===== src/awex_pkg.sv =====
// Shared types and constants for the agent wealth exchange engine.
// Holds the request structs, the op, rule, register and state codes.
// No dependencies; every other file imports this package.
`timescale 1ns / 1ps

package awex_pkg;

  localparam int NUM_AGENTS     = 1024;
  localparam int AGENT_BITS     = $clog2(NUM_AGENTS);
  localparam int COUNT_BITS     = AGENT_BITS + 1;
  localparam int WEALTH_BITS    = 32;
  localparam int FRACTION_BITS  = 16;
  localparam int TOTAL_BITS     = WEALTH_BITS + 1;
  localparam int POOL_BITS      = WEALTH_BITS + AGENT_BITS;
  localparam int MUL_B_BITS     = FRACTION_BITS + 1;
  localparam int PROD_BITS      = TOTAL_BITS + MUL_B_BITS;
  localparam int DIV_CNT_BITS   = $clog2(POOL_BITS + 1);
  localparam int INIT_BITS      = 22;
  localparam int CFG_INDEX_BITS = 3;
  localparam int CFG_DATA_BITS  = 22;

  localparam logic [MUL_B_BITS-1:0]  FRAC_ONE   = {1'b1, {FRACTION_BITS{1'b0}}};
  localparam logic [WEALTH_BITS-1:0] WEALTH_MAX = {WEALTH_BITS{1'b1}};

  typedef enum logic [1:0] {
    OP_EXCHANGE = 2'd0,
    OP_TAX      = 2'd1,
    OP_FILL     = 2'd2,
    OP_READ     = 2'd3
  } op_t;

  typedef enum logic [1:0] {
    RULE_SPLIT  = 2'd0,
    RULE_SAVING = 2'd1,
    RULE_YARD   = 2'd2,
    RULE_NONE   = 2'd3
  } rule_t;

  typedef enum logic [CFG_INDEX_BITS-1:0] {
    CFG_RULE   = 3'd0,
    CFG_SAVING = 3'd1,
    CFG_STAKE  = 3'd2,
    CFG_TAX    = 3'd3,
    CFG_COUNT  = 3'd4,
    CFG_INIT   = 3'd5
  } cfg_index_t;

  typedef enum logic [3:0] {
    ST_IDLE,
    ST_EX_LOAD,
    ST_EX_MA,
    ST_EX_MB,
    ST_EX_MC,
    ST_EX_SUM,
    ST_EX_WR1,
    ST_EX_WR2,
    ST_TX_P1,
    ST_TX_DIV,
    ST_TX_P2,
    ST_FILL,
    ST_RD_WAIT,
    ST_EMIT
  } state_t;

  typedef struct packed {
    op_t                      op;
    logic [AGENT_BITS-1:0]    first_agent;
    logic [AGENT_BITS-1:0]    second_agent;
    logic [FRACTION_BITS-1:0] random_fraction;
  } request_in_t;

  typedef struct packed {
    logic [WEALTH_BITS-1:0] first_wealth;
    logic [WEALTH_BITS-1:0] second_wealth;
    logic [WEALTH_BITS-1:0] share_paid;
    logic                   status;
  } request_out_t;

endpackage


===== src/awex_div.sv =====
// Bit-serial restoring divider for the tax pool over the agent count.
// One quotient bit per cycle; depends on awex_pkg for widths.
`timescale 1ns / 1ps

module awex_div (
  input  logic                           clk,
  input  logic                           rst,
  input  logic                           start,
  input  logic [awex_pkg::POOL_BITS-1:0]  dividend,
  input  logic [awex_pkg::COUNT_BITS-1:0] divisor,
  output logic                           done,
  output logic [awex_pkg::POOL_BITS-1:0]  quotient
);
  import awex_pkg::*;

  logic                    run;
  logic [DIV_CNT_BITS-1:0] cnt;
  logic [POOL_BITS-1:0]    quo;
  logic [COUNT_BITS-1:0]   rem;
  logic [COUNT_BITS-1:0]   dvs;
  logic [COUNT_BITS:0]     trial;
  logic [COUNT_BITS:0]     diff;
  logic                    fits;

  assign trial    = {rem, quo[POOL_BITS-1]};
  assign diff     = trial - {1'b0, dvs};
  assign fits     = trial >= {1'b0, dvs};
  assign quotient = quo;

  always_ff @(posedge clk) begin
    if (rst) begin
      run  <= 1'b0;
      done <= 1'b0;
      cnt  <= '0;
    end else begin
      done <= 1'b0;
      if (start) begin
        run <= 1'b1;
        cnt <= '0;
      end else if (run) begin
        if (cnt == DIV_CNT_BITS'(POOL_BITS - 1)) begin
          run  <= 1'b0;
          done <= 1'b1;
        end
        cnt <= cnt + 1'b1;
      end
    end
  end

  always_ff @(posedge clk) begin
    if (start) begin
      quo <= dividend;
      rem <= '0;
      dvs <= divisor;
    end else if (run) begin
      rem <= fits ? diff[COUNT_BITS-1:0] : trial[COUNT_BITS-1:0];
      quo <= {quo[POOL_BITS-2:0], fits};
    end
  end

endmodule


===== config.mk =====
export PLATFORM = sky130hd
export DESIGN_NAME = awex_div
export DESIGN_NICKNAME = d
export VERILOG_FILES = /design/src/awex_pkg.sv /design/src/awex_div.sv
export SDC_FILE = /design/constraint.sdc
export NUM_CORES = 1
export LEC_CHECK = 0
export BUFFER_PORTS_ARGS = -buffer_cell sky130_fd_sc_hd__buf_2
export CORE_UTILIZATION = 45
export DETAILED_ROUTE_END_ITERATION = 8
export GPL_ROUTABILITY_DRIVEN = 1
export PLACE_DENSITY = 0.7
export SYNTH_ARGS = -nofsm -noshare
export SYNTH_HDL_FRONTEND = slang
export SYNTH_SLANG_ARGS = --single-unit

===== constraint.sdc =====
create_clock -name clk -period 3 [get_ports clk]
set_input_delay 0.3 -clock clk [delete_from_list [all_inputs] [get_ports clk]]
set_output_delay 0.3 -clock clk [all_outputs]
set_load 0.02 [all_outputs]

# Word-level counts from Yosys, hierarchy flattened
# Cells that the tools add are included.
[word_totals]
regBits = 72
out_inout_bits = 43
[op_classes]
add_sub_neg = 2
magnitude_cmp = 1
eq_ne = 1
n_mux = 7
bitwise = 1
reduce_logical = 3
[ops]
columns = ["cell", "n"]
rows = [
  ["42-bit 2-to-1 mux", 2],
  ["12-bit by 11-bit >= comparator with 1-bit output", 1],
  ["11-bit 2-to-1 mux", 1],
  ["11-bit subtractor", 1],
  ["6-bit by 1-bit adder with 6-bit output (second input constant)", 1],
  ["6-bit == test (second input constant)", 1],
  ["1-bit 2-to-1 mux", 4],
  ["3-bit OR reduction", 1],
  ["2-bit nonzero test", 1],
  ["2-bit OR reduction", 1],
  ["1-bit inverter", 1],
]

# Depth between registers and ports, before layout
# Gate-level depths: netlist (run 1).
[logic_depth]
ltp_word = 4
mapped_depth = 10
mapped_depth_nobuf = 9

# Worst setup path before layout (run 1)
# No wires, ideal clock.
[synth_timing]
path_type = "register to register"
from = "reg quo[41], in the netlist quotient[41]"
to = "reg rem[8]"
setup_ns = 0.137
arrival_ns = 2.235
t_required_ns = 2.863
setup_slack_ns = 0.628
path_stages_with_launch = 11
cell_sequence = "edfxtp_1 inv_1 ha_1 fa_1 nor2b_1 o31a_1 o21ai_2 o21ai_4 buf_8 mux2i_1 a211oi_2"
[synth_via]
elab_chain_len = 2
[synth_lines]
columns = ["element", "line", "source"]
rows = [
  ["start, declared", "awex_div.sv:18", "logic [POOL_BITS-1:0] quo;"],
  ["start signal, assigned", "awex_div.sv:52", "quo <= dividend;"],
  ["start signal, assigned", "awex_div.sv:57", "quo <= {quo[POOL_BITS-2:0], fits};"],
  ["11-bit subtractor / 12-bit by 11-bit >= comparator with 1-bit output (equally long branches)", "awex_div.sv:26, awex_div.sv:27", ""],
  ["11-bit 2-to-1 mux *", "awex_div.sv:56", "rem <= fits ? diff[COUNT_BITS-1:0] : trial[COUNT_BITS-1:0];"],
  ["end signal, assigned", "awex_div.sv:56", ""],
  ["end, declared", "awex_div.sv:19", "logic [COUNT_BITS-1:0] rem;"],
]
# Mark *: on every way between the ends. The rest lies on a longest branch, timed or not.
# A chain may end at the register's enable or synchronous reset.

# Worst setup path after layout (run 1)
[layout_timing]
from = "reg quo[41], in the netlist quotient[41]"
to = "reg rem[10]"
# Same word-level chain as after synthesis.

==> metrics, run 1 <==
status finished clean; number of max-cap violations 0; vias in the first global route 2456; ratio of cells with drive above 1 in the final layout 43.9%; Top Ports 99; top cell type's share of synthesized area 44.9%; GR Util All Layers 18.1%; placed wire-length estimate 5310 µm; most instantiated library cell after synthesis edfxtp_1; fin crit period 2.49 ns; first-pass GRT wire length 11500 µm; VDD IR max 0.000346 V; Post-CTS Setup Repair Bufs 0; initial core utilization 46.1%; crit path kind flop to flop; number of distinct library cells after synthesis 48; Crit Path Max Fanout 15; DRT iter0 DRCs 115; Die Width 90.8 µm; sequential cell area 1970 µm²; CP top delay family compound AO/OA/AOI/OAI gates; Worst setup EP type flop; Post-Route WL 7270 µm; H-tree levels 3; Post-Synthesis Cells 274; Slew HR 64.3%; clock buffer depth 2; clock sinks 72; Multi-input gate area 1460 µm²; Leak Pwr 1.81 nW; number of port buffers 98; via-per-instance ratio 5.17; Die ar. 8240 µm²; Max Slew Vio Count 0; GP Congestion 0.807; drt first pass iters 4; initial antenna violation count 0; largest cells by area after synthesis edfxtp_1 (45%), mux2_2 (13%), dfxtp_1 (11%), ha_1 (4.6%), nor2_1 (2.0%); DRC 0; post-synthesis cell area 3550 µm²; hold buffers post-CTS 0; crit path cell chain inv_1, ha_1, fa_1, nor2b_1, o31a_1, o21ai_2, o21ai_4, o31ai_1, a311oi_2; CTS tree yes; Syn Area/Cell 12.9 µm²; Worst Tran Pin Value 0.536 ns; setup TNS 0 ns; Power Density 618 nW/µm²; FF+latch count, synth 72; fmax 0.402 GHz; root buffer cell clkbuf_8; maximum number of pins on one net before global-route repair 43; Final Net Count 445; P&R area growth vs syn 23.4%; n_diodes 0; CP Data Required Time 3.26 ns; Syn Nets 344; Setup Slack @ Placement 0.519 ns; Syn. warnings 0; Critical Path AT 2.75 ns; Filler cells 672; Clock Latency Late Sink 0.34 ns; Core Rows 32; Max stage delay on crit path 0.42 ns; count of antenna-violating nets left after detailed routing 0; clock-pin slew on the worst setup and hold paths 0.08 ns; fin crit share 83.0%; cell taking the most area after synthesis edfxtp_1; Post-CTS Resized 0; Core ar. 7690 µm²; total grt overflow 0; Max stage delay cell, worst path fa_1; routed len/inst 15.1 µm; Top FF cell, synth edfxtp_1; Fin. Hold Viols 0; Seq/Total Area, Yosys 55.6%; final setup fails 0; Critical Path Start Type flop; CTS Buf Count 9; Post-synth EDFFs 53; die span in y 90.8 µm; RSZ-0062 raised after global routing no; Critical path buffers and inverters 1; Setup Skew 0.0102 ns; vias 2492; Min-Delay Path Class primary input to flop; worst setup margin 0.510 ns; Synth top cells by count edfxtp_1 (53), mux2_2 (42), dfxtp_1 (19), nor2_1 (19), inv_1 (17); ys async rst share 0%
## placed cells by master (no fill, tap or decap), types with 4 or more instances in the layout
| cell type | synthesis | routed |
|---|---|---|
| dfxtp_1 | 19 | 19 |
| buf_4 | 0 | 4 |
| nor2_1 | 19 | 19 |
| ha_1 | 13 | 13 |
| xnor2_1 | 6 | 6 |
| buf_2 | 1 | 98 |
| a211oi_1 | 7 | 7 |
| nand2b_1 | 4 | 4 |
| a21oi_1 | 9 | 9 |
| o21ai_0 | 8 | 8 |
| mux2i_1 | 5 | 5 |
| inv_1 | 17 | 17 |
| mux2_2 | 42 | 42 |
| edfxtp_1 | 53 | 53 |
| clkbuf_8 | 0 | 9 |
| nand2_1 | 11 | 10 |
## cells by family (layout without fill, tap and decap cells)
logic type	after synthesis	count (layout)	synth area share (%)
muxes	47	47	14.7
and+or+nand+nor	58	58	9.21
adders and majority gates	14	14	5.15
DFF	72	72	55.6
buffers and inverters	29	135	3.42
AOI/OAI and AO/OA	45	45	9.63
xor gates and xnor gates	9	9	2.22
## sequential cells by signal, summed over array words and instances (netlist names)
signal	flops
dvs	11
run	1
quotient	42
rem	11
done	1
cnt	6
## metrics by stage
stage	utilization, %	hold slack [ns]	cell area [µm²]	cells	total power [mW]
after floorplan	-	0.372	3550	274	1.65
after global placement	53.8	0.464	4140	466	1.80
after detailed placement	53.8	0.468	4140	466	1.82
after CTS	56.9	0.110	4370	482	2.72
after global routing	56.9	0.119	4370	482	2.81
final	56.9	0.125	4370	482	2.70
## area by class of cell
| type | instances | area share (%) |
|---|---|---|
| sequential | 72 | 45.1 |
| inverter | 17 | 1.46 |
| tap | 102 | 2.92 |
| clock buffer | 10 | 2.92 |
| multi-input combinational | 173 | 33.3 |
| timing repair buffer | 102 | 11.9 |
| clock inverter | 6 | 2.46 |
## per-layer routing
layer | global-route usage (%) | share of wire (%) | wire length (µm)
met3 | 4.71 | 5.9 | 426
met1 | 21.5 | 43 | 3100
met5 | 0 | 0 | 0
met2 | 30.7 | 50 | 3640
met4 | 8.20 | 1.5 | 110
## power by group
group,internal [mW],leakage (nW),total [mW],switching [mW]
Clock,0.550,0.118,0.909,0.359
Sequential,1.18,0.686,1.23,0.0523
Combinational,0.241,1.00,0.562,0.321
Total,1.97,1.81,2.70,0.732
## path summary, 6_finish.rpt
check	startpoint	to	slack, ns	depth (start not counted)
max	quotient[41]	rem[10]	0.51	9
min	rst	run	0.13	2
max reg2reg	quotient[41]	rem[10]	0.51	9
min reg2reg	cnt[5]	done	0.50	2
Note: power is estimated with default switching activity, not from simulation.
==> run 2, diff against run 1 <==
Clock period 3 ns to 2.6 ns, I/O delays scaled along.
==> run 2 against run 1 <==
  * Die area unchanged
  * First-iteration DRC count increased by 16%
  * Maximum frequency up 3.5%
  * Design area shrank 0.23%
  * Final cell count grew 0.21%
  * Routed wire length down 1.3%
  * Utilization decreased by 0.13 points
  * Clock skew decreased by 0.0030 ns
  * Largest cell class unchanged
==> metrics, run 2 (same netlist as run 1, synthesis figures left out) <==
status finished clean; FF-to-FF End rem[10]; Worst setup EP type flop; Power Density 674 nW/µm² (+9.1%); number of port buffers 98 (unchanged); Clk pwr share 29.0% (-4.6 points); Worst Tran Pin Value 0.540 ns (+0.00414 ns); root buffer cell clkbuf_8; Final Net Count 446 (+0.22%); vias 2519 (+1.1%); final core occ 56.8% (-0.13 points); GP Congestion 0.822 (+1.8%); Switch Pwr 0.856 mW (+17%); Power Internal 2.09 mW (+5.8%); critical path launch point quotient[41]; Core ar. 7690 µm² (unchanged); fin crit period 2.41 ns (-0.0832 ns); Critical path buffers and inverters 2 (+1); routed len/inst 14.9 µm (-1.5%); Leak Pwr 1.80 nW (-0.39%); Largest register FFs 42 (unchanged); final setup fails 0 (unchanged); clock buffer depth 2 (unchanged); setup TNS 0 ns (unchanged); Critical R2R Launch quotient[41]; Critical Path AT 2.66 ns (-0.09 ns); Post-Route WL 7180 µm (-1.3%); initial core utilization 46.1% (unchanged); first-pass GRT wire length 11700 µm (+2.3%); P&R area growth vs syn 23.1%; Post-CTS Setup Repair Bufs 0 (unchanged); Max stage delay cell, worst path fa_1; Die Width 90.8 µm (unchanged); combinational fraction of design power 22.7% (+1.9 points); RSZ-0062 raised after global routing no; Setup Skew 0.00716 ns (-0.00300 ns); vias in the first global route 2490 (+1.4%); most frequent cells in the layout buf_2 (98), edfxtp_1 (53), mux2_2 (42); hold buffers post-CTS 0 (unchanged); drt first pass iters 4 (unchanged); R2R depth 10 (+1); placed cells 467 (+0.21%); crit path cell chain inv_1, ha_1, fa_1, nor2b_1, o31a_1, o21ai_2, o21ai_4, buf_12, o31ai_1, a311oi_2; commonest non-fill, non-tap cell in the layout buf_2; Fin. Hold Viols 0 (unchanged); Crit Path Max Fanout 12 (-3); clock sinks 72 (unchanged); Min-Delay Path Class primary input to flop; Critical Path Start Type flop; number of max-cap violations 0 (unchanged); sequential share of power 48.3% (+2.7 points); sw frac 29.1% (+2.0 points); maximum number of pins on one net before global-route repair 55 (+28%); CTS Buf Count 9 (unchanged); fmax 0.416 GHz (+3.5%); DRC 0 (unchanged); clock-pin slew on the worst setup and hold paths 0.08 ns (about the same); Hold WS 0.0818 ns (-0.0433 ns); Post-CTS Resized 0 (unchanged); reg-to-reg slack, setup 0.19 ns (-0.32 ns); DRT iter0 DRCs 133 (+16%); count of antenna-violating nets left after detailed routing 0 (unchanged); WP depth 10 (+1); die span in y 90.8 µm (unchanged); Top Ports 99 (unchanged); Die ar. 8240 µm² (unchanged); ratio of cells with drive above 1 in the final layout 44.4% (+0.41 points); Max Slew Vio Count 0 (unchanged); crit path kind flop to flop; Max stage delay on crit path 0.40 ns (-0.02 ns); CP Data Required Time 2.85 ns (-0.41 ns); Clock Latency Late Sink 0.34 ns (about the same); GR Util All Layers 18.4% (+0.28 points); fin crit share 92.6% (+9.6 points); Hold Startpoint rst; VDD IR max 0.000433 V (+25%); H-tree levels 3 (unchanged); Slew HR 64.0% (-0.28 points); placed wire-length estimate 5160 µm (-2.9%); total grt overflow 0 (unchanged); Worst Setup EP rem[10]; CP top delay family compound AO/OA/AOI/OAI gates; initial antenna violation count 0 (unchanged); via-per-instance ratio 5.22 (+0.87%); n_diodes 0 (unchanged); CTS tree yes; Core Rows 32 (unchanged); Finished Layout Cells 483 (+0.21%)
[run 2: worst min path at each step]
stage          slack [ns]  end  cells after the start
6_report             0.08  run                      2
5_1_grt              0.07  run                      2
4_1_cts              0.07  run                      2
3_5_place_dp         0.44  run                      2
3_3_place_gp         0.43  run                      2
2_1_floorplan        0.33  run                      1
[run 2: cell type report]
cell class	count	area [µm²]
Timing Repair Buffer	103	553
Inverter	17	63.8
Sequential cell	72	1970
Multi-Input combinational cell	173	1460
Clock inverter	4	26.3
Tap cell	102	128
Fill cell	680	3320
Clock buffer	12	166
[run 2: through the flow]
stage / power, mW / cell area [µm²] / setup WS, ns
4_1_cts: 2.96 / 4360 / 0.204
5_1_grt: 3.08 / 4360 / 0.00671
3_5_place_dp: 2.11 / 4170 / 0.207
3_3_place_gp: 2.10 / 4170 / 0.278
6_report: 2.94 / 4360 / 0.194
2_1_floorplan: 1.91 / 3550 / 0.228
[run 2: power groups by stage]
stage	clock, mW	sequential (mW)	combinational (mW)
CTS	0.865	1.42	0.670
global placement	0	1.44	0.657
finish	0.852	1.42	0.668
floorplan	0	1.53	0.380
detailed placement	0	1.44	0.669
global route	0.917	1.44	0.728
[run 2: per-layer routing]
layer	vias up	wire length (µm)	GRT usage [%]
li1	1232	-	-
met2	95	3330	28.9
met4	0	185	9.79
met1	1176	3170	23.0
met3	16	487	5.13
met5	-	0	0
